===== src/design/rmts_pkg.sv =====
// Shared types and constants for the rate-monotonic tick scheduler.
package rmts_pkg;

	// Number of task register slots in the configuration map.
	localparam int SLOTS = 4;
	localparam int CFG_W = 16;
	localparam int ADDR_W = 5;
	localparam int DATA_W = 32;

	typedef logic [1:0]        task_idx_t;
	typedef logic [2:0]        choice_t;
	typedef logic [2:0]        reg_idx_t;
	typedef logic [CFG_W-1:0]  cfg_word_t;

	// Choice codes: 0..3 name a task.
	localparam choice_t CHOICE_IDLE  = 3'd4;
	localparam choice_t CHOICE_UNSET = 3'd7;

	// Register map: bursts first, then periods.
	localparam reg_idx_t REG_BURST_BASE  = 3'd0;
	localparam reg_idx_t REG_PERIOD_BASE = 3'd4;

endpackage


===== src/design/rate_monotonic_tick_scheduler.sv =====
// Rate-monotonic tick scheduler: per-tick release, priority pick and work accounting.
//
//  channel  | handshake                         | payload
//  ---------+-----------------------------------+------------------------------------------
//  tick in  | in_valid / in_stall               | restart
//  result   | out_valid / out_stall             | running_task, cpu_idle, choice_changed,
//           |                                   | tick_time
//  config   | psel, penable, pwrite, pready     | paddr, pwdata, prdata
//
//  One tick per clock cycle. A tick is handled in the cycle of its transfer: the release
//  check, the four-way period compare and the counter updates form one combinational pass
//  that loads the result register. The result register is the only buffer, so a stalled
//  result holds off the next tick (in_stall follows a full, stalled result register); a
//  result taken in the same cycle frees the slot for the next tick at once.
//  Reset clears time, phases, remaining work and the result valid, sets bursts to 0 and
//  periods to 1, and marks the previous choice unset so the first tick reports a change.
module rate_monotonic_tick_scheduler #(
	parameter int TASKS      = 4,
	parameter int COUNT_BITS = 16
) (
	input  logic                       clk,
	input  logic                       arst_n,
	// tick channel
	input  logic                       in_valid,
	output logic                       in_stall,
	input  logic                       restart,
	// result channel
	output logic                       out_valid,
	input  logic                       out_stall,
	output rmts_pkg::task_idx_t        running_task,
	output logic                       cpu_idle,
	output logic                       choice_changed,
	output logic [31:0]                tick_time,
	// configuration port
	input  logic                       psel,
	input  logic                       penable,
	input  logic                       pwrite,
	input  logic [rmts_pkg::ADDR_W-1:0] paddr,
	input  logic [rmts_pkg::DATA_W-1:0] pwdata,
	output logic [rmts_pkg::DATA_W-1:0] prdata,
	output logic                       pready
);
	import rmts_pkg::*;

	// Compare width wide enough for both a phase count and a 16-bit register.
	localparam int CMP_W = (COUNT_BITS > CFG_W) ? COUNT_BITS : CFG_W;
	localparam logic [CMP_W-1:0] CNT_MAX = CMP_W'((64'd1 << COUNT_BITS) - 64'd1);

	typedef logic [COUNT_BITS-1:0] cnt_t;

	// ------------------------------------------------------------------
	// Configuration registers
	// ------------------------------------------------------------------
	cfg_word_t burst_q  [SLOTS];
	cfg_word_t period_q [SLOTS];

	reg_idx_t  cfg_idx;
	logic      cfg_wr;

	assign pready  = 1'b1;
	assign cfg_idx = paddr[4:2];
	assign cfg_wr  = psel && penable && pwrite && pready;

	always_ff @(posedge clk or negedge arst_n) begin
		if (!arst_n) begin
			for (int i = 0; i < SLOTS; i++) begin
				burst_q[i]  <= '0;
				period_q[i] <= cfg_word_t'(1);
			end
		end else if (cfg_wr) begin
			// Bursts sit below the period base, periods at and above it.
			if (cfg_idx < REG_PERIOD_BASE) begin
				burst_q[2'(cfg_idx - REG_BURST_BASE)] <= pwdata[CFG_W-1:0];
			end else begin
				period_q[2'(cfg_idx - REG_PERIOD_BASE)] <= pwdata[CFG_W-1:0];
			end
		end
	end

	always_comb begin
		if (cfg_idx < REG_PERIOD_BASE) begin
			prdata = DATA_W'(burst_q[2'(cfg_idx - REG_BURST_BASE)]);
		end else begin
			prdata = DATA_W'(period_q[2'(cfg_idx - REG_PERIOD_BASE)]);
		end
	end

	// ------------------------------------------------------------------
	// Scheduler state
	// ------------------------------------------------------------------
	logic [31:0] elapsed_q;
	cnt_t        phase_q [TASKS];
	cnt_t        work_q  [TASKS];
	choice_t     prev_choice_q;

	// Result register
	logic        out_valid_q;
	task_idx_t   running_task_q;
	logic        cpu_idle_q;
	logic        choice_changed_q;
	logic [31:0] tick_time_q;

	logic        in_xfer;
	logic        out_xfer;

	// Hold the tick side only while a finished result is stalled.
	assign in_stall = out_valid_q && out_stall;
	assign in_xfer  = in_valid && !in_stall;
	assign out_xfer = out_valid_q && !out_stall;

	// ------------------------------------------------------------------
	// One-pass tick evaluation
	// ------------------------------------------------------------------
	logic [31:0]      now;
	cnt_t             phase_cur [TASKS];
	cnt_t             work_rel  [TASKS];
	cnt_t             phase_nxt [TASKS];
	cnt_t             work_nxt  [TASKS];
	cfg_word_t        eff_period [TASKS];
	logic [CMP_W-1:0] burst_ext;
	cnt_t             phase_inc;
	logic             sel_found;
	task_idx_t        sel_idx;
	cfg_word_t        best_period;
	choice_t          choice;

	always_comb begin
		// Restart clears time, phases and work before this tick is handled.
		now = restart ? '0 : elapsed_q;

		for (int i = 0; i < TASKS; i++) begin
			phase_cur[i]  = restart ? '0 : phase_q[i];
			eff_period[i] = (period_q[i] == '0) ? cfg_word_t'(1) : period_q[i];

			// Release: reload work, saturating the burst to the counter range.
			burst_ext = CMP_W'(burst_q[i]);
			if (phase_cur[i] == '0) begin
				work_rel[i] = (burst_ext > CNT_MAX) ? cnt_t'(CNT_MAX)
				                                    : burst_ext[COUNT_BITS-1:0];
			end else begin
				work_rel[i] = restart ? '0 : work_q[i];
			end

			// Advance the phase, wrapping at the period.
			phase_inc = phase_cur[i] + cnt_t'(1);
			phase_nxt[i] = (CMP_W'(phase_inc) >= CMP_W'(eff_period[i])) ? '0 : phase_inc;
		end

		// Smallest period among runnable tasks; ties keep the lower index.
		sel_found   = 1'b0;
		sel_idx     = '0;
		best_period = '0;
		for (int i = 0; i < TASKS; i++) begin
			if (work_rel[i] != '0 && (!sel_found || eff_period[i] < best_period)) begin
				sel_found   = 1'b1;
				sel_idx     = task_idx_t'(i);
				best_period = eff_period[i];
			end
		end

		for (int i = 0; i < TASKS; i++) begin
			work_nxt[i] = (sel_found && sel_idx == task_idx_t'(i)) ? work_rel[i] - cnt_t'(1)
			                                                       : work_rel[i];
		end

		choice = sel_found ? {1'b0, sel_idx} : CHOICE_IDLE;
	end

	// ------------------------------------------------------------------
	// State and result registers
	// ------------------------------------------------------------------
	always_ff @(posedge clk or negedge arst_n) begin
		if (!arst_n) begin
			elapsed_q     <= '0;
			prev_choice_q <= CHOICE_UNSET;
			for (int i = 0; i < TASKS; i++) begin
				phase_q[i] <= '0;
				work_q[i]  <= '0;
			end
		end else if (in_xfer) begin
			elapsed_q     <= now + 32'd1;
			prev_choice_q <= choice;
			for (int i = 0; i < TASKS; i++) begin
				phase_q[i] <= phase_nxt[i];
				work_q[i]  <= work_nxt[i];
			end
		end
	end

	always_ff @(posedge clk or negedge arst_n) begin
		if (!arst_n) begin
			out_valid_q <= 1'b0;
		end else if (in_xfer) begin
			out_valid_q <= 1'b1;
		end else if (out_xfer) begin
			out_valid_q <= 1'b0;
		end
	end

	// Payload loads on every tick transfer; it never changes while stalled.
	always_ff @(posedge clk) begin
		if (in_xfer) begin
			running_task_q   <= sel_found ? sel_idx : '0;
			cpu_idle_q       <= !sel_found;
			choice_changed_q <= (choice != prev_choice_q);
			tick_time_q      <= now;
		end
	end

	assign out_valid      = out_valid_q;
	assign running_task   = running_task_q;
	assign cpu_idle       = cpu_idle_q;
	assign choice_changed = choice_changed_q;
	assign tick_time      = tick_time_q;

	// ------------------------------------------------------------------
	// Assertions
	// ------------------------------------------------------------------
	a_stall_only_when_full: assert property (@(posedge clk) disable iff (!arst_n)
		in_stall |-> out_valid_q)
		else $error("tick side stalled with an empty result register");

	a_xfer_fills_result: assert property (@(posedge clk) disable iff (!arst_n)
		in_xfer |=> out_valid)
		else $error("tick transfer left no result");

	a_restart_zero_time: assert property (@(posedge clk) disable iff (!arst_n)
		in_xfer && restart |=> tick_time == 32'd0)
		else $error("restart tick did not report time zero");

	a_time_advances: assert property (@(posedge clk) disable iff (!arst_n)
		in_xfer && !restart && out_valid_q |=> tick_time == $past(tick_time) + 32'd1)
		else $error("tick time did not advance by one");

	a_idle_task_zero: assert property (@(posedge clk) disable iff (!arst_n)
		out_valid && cpu_idle |-> running_task == '0)
		else $error("idle result names a task");

endmodule

===== config.mk =====
export PLATFORM = sky130hd
export DESIGN_NAME = rate_monotonic_tick_scheduler
export DESIGN_NICKNAME = d
export VERILOG_FILES = /design/src/design/rmts_pkg.sv /design/src/design/rate_monotonic_tick_scheduler.sv
export SDC_FILE = /design/constraint.sdc
export NUM_CORES = 1
export LEC_CHECK = 0
export BUFFER_PORTS_ARGS = -buffer_cell sky130_fd_sc_hd__buf_2
export CAP_MARGIN = 20
export CORE_UTILIZATION = 55
export DETAILED_ROUTE_END_ITERATION = 7
export MAX_ROUTING_LAYER = met4
export PLACE_DENSITY = 0.82
export SLEW_MARGIN = 15
export SYNTH_ARGS = -nofsm -noshare
export SYNTH_HDL_FRONTEND = slang
export SYNTH_SLANG_ARGS = --single-unit
export TNS_END_PERCENT = 10

===== constraint.sdc =====
create_clock -name clk -period 25.1 [get_ports clk]
set_clock_uncertainty 0.1 [all_clocks]
set_input_delay 5.02 -clock clk [delete_from_list [all_inputs] [get_ports clk]]
set_output_delay 5.02 -clock clk [all_outputs]
set_load 0.01 [all_outputs]

==> impl_metrics.toml, run 1 <==
[power_and_ir_drop]
p_leak_nw = 10.6
internal_power_mw = 1.47
p_sw_frac = 0.420
peakVddDrop_v = 0.0000793
pwr-share-clk = 0.241
comb_power_share = 0.443
pwr-share-seq = 0.316
power_density_nw_per_um2 = 107
switching_power_mw = 1.07

[global_routing]
antenna_found_initial = 0
grt-ovfl-total = 0
grt_pass1_vias = 18000
grt_max_degree = 162
grt_pass1_wl_um = 98800
grtUsageTotal = 0.314

[yosys]
yosysUniqueCellTypes = 77
synth_area_sq_um = 21900
synth_seq_cells = 328
post-synth-top-area-cell = "dfrtp_1"
synthDominantCellAreaShare = 0.326
synth_warnings = 0
synth_edf_count = 36
ys.flop_type = "dfrtp_1"
synth_commonest_cells = "dfrtp_1 (285), nand2_1 (236), nor2_1 (186)"
synth.most_common_cell = "dfrtp_1"
synthArstFlopShare = 0.890
syn-mean-instance-area_sq_um = 9.27
ys_seq_area_frac = 0.384
netlist_top_cells_area = "dfrtp_1 (33%), ha_1 (7.0%), mux2_2 (5.7%), edfxtp_1 (4.9%), nand2_1 (4.1%)"
postSynthCellCount = 2360

[cts]
clockBufferDepth = 3
clkTransAtPathRegs_ps = 60
cts_setup_buffers = 0
clk_latency_ps = 560
root_buffer = "clkbuf_16"
cts_sinks = 328
cts_tree = "yes"
hold_buffers = 0
cts_resized = 0
cts_buffers = 38
h-tree-depth = 2

[routing]
num_vias = 18900
dr.pass1.iters = 5
wl_per_cell_um = 21.4
drc = 0
wl_um = 61900
vias_per_cell = 6.53
first_iter_violations = 1856
ant_nets = 0

[critical_path]
r2r-start = "phase_q[48]"
critPathCapture = "work_q[13]"
worst_setup_path_end_kind = "flop"
r2r_slack_ps = 11900
crit_slowest_cell = "o41ai_1"
startpoint_type = "primary input"
timing.rr.end = "work_q[13]"
cp_max_fo = 38
startpoint = "restart"
required_ps = 25450
slowest_delay_ps = 900
arrival_ps = 18060
crit_type = "in -> reg"
rr_worst_depth = 43

[floorplanning]
core_area_sq_um = 38900
die-area_sq_um = 40600
start_util = 0.562
ioPinCount = 116
rows = 72
die_h_um = 201
die_x_um = 201

[finish]
regArea_sq_um = 8400
fillCellCount = 3177
drive_gt1_frac = 0.140
syn2layout_area_growth_pct = 9.02
multi_input_area_sq_um = 12500
nNetsFinal = 2508
stdcell_count = 2889

[sta]
post-route-min-period_ps = 17710
max_clock_freq_ghz = 0.0565
maxSlewHeadroom = 0.243
hold_slack_ps = 382
hold_viol = 0
final.setup.tns_ps = 0
setup_viol = 0
rsz0062_at_grt = "false"
fin_crit_sh = 0.706
slew_viol_final = 0
worstMarginPinSlew_ps = 1120

[placement]
routabilityCongestion = 0.972
io_buffers = 80
dp_cells = 2818
place_hpwl_um = 43200

[worst_hold_path]
min_from = "prev_choice_q[2]"
min_path_type = "reg -> reg"

[outcome]
outcome = "completed"

[run]
maxCapViolations = 0
==> critical path, delay by kind of cell <==
family	cells	cell delay [ps]
compound gates	21	6560
fa+ha+maj	5	1190
buf+inv	7	1680
mux	1	380
simple gates	11	3140
==> power groups by stage <==
stage / logic [mW] / clock network (mW) / registers (mW)
final: 1.12 / 0.613 / 0.803
after global routing: 1.23 / 0.640 / 0.814
after CTS: 1.10 / 0.618 / 0.794
after detailed placement: 1.09 / 0 / 0.801
after global placement: 1.06 / 0 / 0.795
after floorplan: 0.833 / 0 / 0.748
==> how the worst min path moves through the flow <==
stage                     cells past startpoint  slack (ps)               end
after floorplan                               2         340        work_q[16]
after global placement                        2         350         work_q[1]
after detailed placement                      2         370        work_q[33]
after CTS                                     2         390        work_q[33]
after global routing                          2         420        work_q[33]
final                                         2         380  prev_choice_q[2]
==> flip-flops by register name, summed over array words and instances (netlist names) <==
signal,count
choice_changed,1
elapsed_q,32
work_q,64
out_valid,1
burst_q,48
tick_time,32
burst_ext,16
period_q,64
cpu_idle,1
running_task,2
phase_q,64
prev_choice_q,3
==> kinds of logic after synthesis <==
family | count (synthesis) | share of synthesized area
xor gates and xnor gates | 123 | 0.0493
other | 2 | 0.000343
AOI/OAI and AO/OA | 531 | 0.162
buffers and inverters | 269 | 0.0494
and+or+nand+nor | 815 | 0.183
DFF | 328 | 0.384
muxes | 169 | 0.102
adders and majority gates | 123 | 0.0704
==> metal layers <==
layer  track usage  share of wire
met1         0.418           0.41
met2         0.476           0.45
met3        0.0543          0.099
met4         0.131          0.042
met5             -              0
==> placed cells by master, fill, tap and decap left out, types with 32 or more instances in the layout <==
cell type	count
nor2_1	186
dfrtp_1	285
xnor2_1	61
and3_1	36
nand4_1	37
nor2b_1	53
clkbuf_16	41
o21ai_0	140
a22o_1	65
mux2_2	110
a21o_1	41
nand2_1	235
xor2_1	62
edfxtp_1	36
nor3_1	47
a21oi_1	105
nand3_1	68
ha_1	123
buf_2	78
or3_1	32
inv_1	88
mux4_2	32
nor4_1	40
==> per-stage QoR <==
step	area [sq um]	setup slack, ps	power, mW	utilization
after global routing	23800	6910	2.69	0.613
after global placement	22500	7620	1.85	0.577
final	23800	7390	2.54	0.613
after floorplan	21900	9050	1.58	-
after detailed placement	22500	7350	1.89	0.577
after CTS	23800	7840	2.51	0.613
==> area by class of cell <==
class,instances,area share
Antenna cell,1,0.000105
Multi-Input combinational cell,1778,0.523
Clock buffer,53,0.0479
Timing Repair Buffer,104,0.0256
Tap cell,518,0.0272
Sequential cell,328,0.352
Clock inverter,17,0.00997
Inverter,90,0.0142
(Power assumes the default switching activity.)
==> inputs of run 2 (changes only) <==
--- a/config.mk
+++ b/config.mk
@@ -5,6 +5,7 @@
 export SDC_FILE = /design/constraint.sdc
 export NUM_CORES = 1
 export LEC_CHECK = 0
+export ABC_AREA = 1
 export BUFFER_PORTS_ARGS = -buffer_cell sky130_fd_sc_hd__buf_2
 export CAP_MARGIN = 20
 export CORE_UTILIZATION = 55
==> constraint.sdc (replaced) <==
create_clock -name clk -period 18.5 [get_ports clk]
set_clock_uncertainty 0.1 [all_clocks]
set_input_delay 3.7 -clock clk [delete_from_list [all_inputs] [get_ports clk]]
set_output_delay 3.7 -clock clk [all_outputs]
set_load 0.01 [all_outputs]
==> impl_metrics.toml, run 2 <==
[outcome]
outcome = "completed"

[critical_path]
worst-path-buf-inv = 5
crit_slowest_cell = "buf_2"
worst-path-stages = 46
crit_type = "in -> reg"
required_ps = 18850
slowest_delay_ps = 620
cp_max_fo = 62
arrival_ps = 13430
startpoint_type = "primary input"
worst_setup_path_end_kind = "flop"
cp_top_family = "compound AO/OA/AOI/OAI gates"
cp_common_cell = "nand2_1"
rr_worst_depth = 46

[yosys]
synthArstFlopShare = 0.890
synthDominantCellAreaShare = 0.333
synth_commonest_cells = "nand2_1 (677), inv_1 (384), o21ai_0 (295)"
syn-mean-instance-area_sq_um = 7.46
postSynthCellCount = 2872
synth_area_sq_um = 21400
ys_seq_area_frac = 0.392
netlist_top_cells_area = "dfrtp_1 (33%), nand2_1 (12%), ha_1 (7.2%), o21ai_0 (6.9%), inv_1 (6.7%)"
synth.most_common_cell = "nand2_1"
synth_seq_cells = 328
yosysUniqueCellTypes = 57
post-synth-top-area-cell = "dfrtp_1"
synth_warnings = 0
synth_edf_count = 36
ys.flop_type = "dfrtp_1"

[floorplanning]
core_area_sq_um = 38000
start_util = 0.563
die_h_um = 199
die-area_sq_um = 39700
rows = 71
die_x_um = 199
ioPinCount = 116

[cts]
h-tree-depth = 2
cts_resized = 0
hold_buffers = 0
clk_latency_ps = 570
clkTransAtPathRegs_ps = 60
cts_tree = "yes"
clockBufferDepth = 3
root_buffer = "clkbuf_16"
cts_setup_buffers = 0
cts_buffers = 39
cts_sinks = 328

[power_and_ir_drop]
power_density_nw_per_um2 = 139
p_leak_nw = 11.3
pwr-share-seq = 0.300
comb_power_share = 0.429
pwr-share-clk = 0.272
switching_power_mw = 1.37
peakVddDrop_v = 0.0000968
internal_power_mw = 1.86
p_sw_frac = 0.425

[placement]
pre_cts_slack_ps = 5120
place_hpwl_um = 40400
routabilityCongestion = 0.965
io_buffers = 80
dp_cells = 3301

[global_routing]
antenna_found_initial = 1
grt_max_degree = 175
grt-ovfl-total = 0
grt_pass1_vias = 18400
grtUsageTotal = 0.308
grt_pass1_wl_um = 93600

[sta]
hold_viol = 0
fin_ws_ps = 5430
final.setup.tns_ps = 0
rsz0062_at_grt = "false"
post-route-min-period_ps = 13070
worstMarginPinSlew_ps = 1090
slew_viol_final = 0
maxSlewHeadroom = 0.272
setup_viol = 0
max_clock_freq_ghz = 0.0765
fin_crit_sh = 0.707

[routing]
vias_per_cell = 5.77
first_iter_violations = 1803
wl_um = 57900
num_vias = 19500
dr.pass1.iters = 6
wl_per_cell_um = 17.1
ant_nets = 0
drc = 0

[worst_hold_path]
min_path_cells = 2
min_path_type = "reg -> reg"

[finish]
layout_common_cells = "nand2_1 (677), inv_1 (384), o21ai_0 (295), dfrtp_1 (285), nand3_1 (220)"
stdcell_count = 3378
syn2layout_area_growth_pct = 8.83
nNetsFinal = 3003
largest_registers = "period_q (64), phase_q (64), work_q (64)"
drive_gt1_frac = 0.0799
fillCellCount = 3252
final_common_cell = "nand2_1"

[run]
maxCapViolations = 0
## run 2: cell count changes after synthesis, moves of 54 or more
| cell | previous run | this run |
|---|---|---|
| nand3_1 | 68 | 220 |
| o21ai_0 | 140 | 295 |
| a21oi_1 | 105 | 51 |
| a22o_1 | 65 | 0 |
| mux2_2 | 110 | 0 |
| nand2_1 | 236 | 677 |
| inv_1 | 89 | 384 |
## run 2: area by class of cell
type                       count  area, sq um  area share
multi-input combinational   1978        10800       0.461
sequential                   328         8400       0.360
inverter                     391         1470      0.0630
clock buffer                  46         1070      0.0461
tap                          511          639      0.0274
timing repair buffer          97          577      0.0247
clock inverter                26          400      0.0172
antenna                        1         2.50    0.000107
## run 2: stage by stage
stage / cell area, sq um / util / total power, mW / hold slack (ps)
6_report: 23300 / 0.613 / 3.23 / 377
5_1_grt: 23300 / 0.613 / 3.47 / 396
4_1_cts: 23200 / 0.611 / 3.21 / 382
3_5_place_dp: 21800 / 0.573 / 2.33 / 365
3_3_place_gp: 21800 / 0.573 / 2.27 / 361
2_1_floorplan: 21500 / - / 2.04 / 349
## run 2: kinds of logic after synthesis
| group | share of synthesized area |
|---|---|
| simple gates | 0.255 |
| buf+inv | 0.109 |
| compound gates | 0.124 |
| flops | 0.392 |
| fa+ha+maj | 0.0719 |
| xor+xnor | 0.0478 |
| other cells | 0.000351 |
## run 2: power by group through the flow
stage / clock network [mW] / registers, mW / logic (mW)
after floorplan: 0 / 0.942 / 1.10
after global placement: 0 / 0.968 / 1.30
after CTS: 0.888 / 0.962 / 1.36
final: 0.877 / 0.968 / 1.39
after detailed placement: 0 / 0.973 / 1.35
after global routing: 0.913 / 0.981 / 1.57
## run 2: tightest hold or removal path, cell delays in order (launching register included)
cell and delay, ps:
dfrtp_1 340, nand2_1 50, nand2_1 50
## run 2: path summary, 6_finish.rpt
check                      slack (ps)             to         from
setup / recovery                 5430     work_q[46]      restart
hold / removal                    380     work_q[52]   work_q[52]
setup reg to reg                 9580     work_q[46]  phase_q[48]
hold reg to reg                   380     work_q[52]   work_q[52]
max in group asynchronous       13590    phase_q[18]       arst_n
min in group asynchronous        3150  elapsed_q[31]       arst_n
## run 2: layer usage
layer / part of all wire / GRT usage
met2: 0.45 / 0.479
met4: 0.051 / 0.144
met5: 0 / -
met3: 0.091 / 0.0619
met1: 0.40 / 0.386
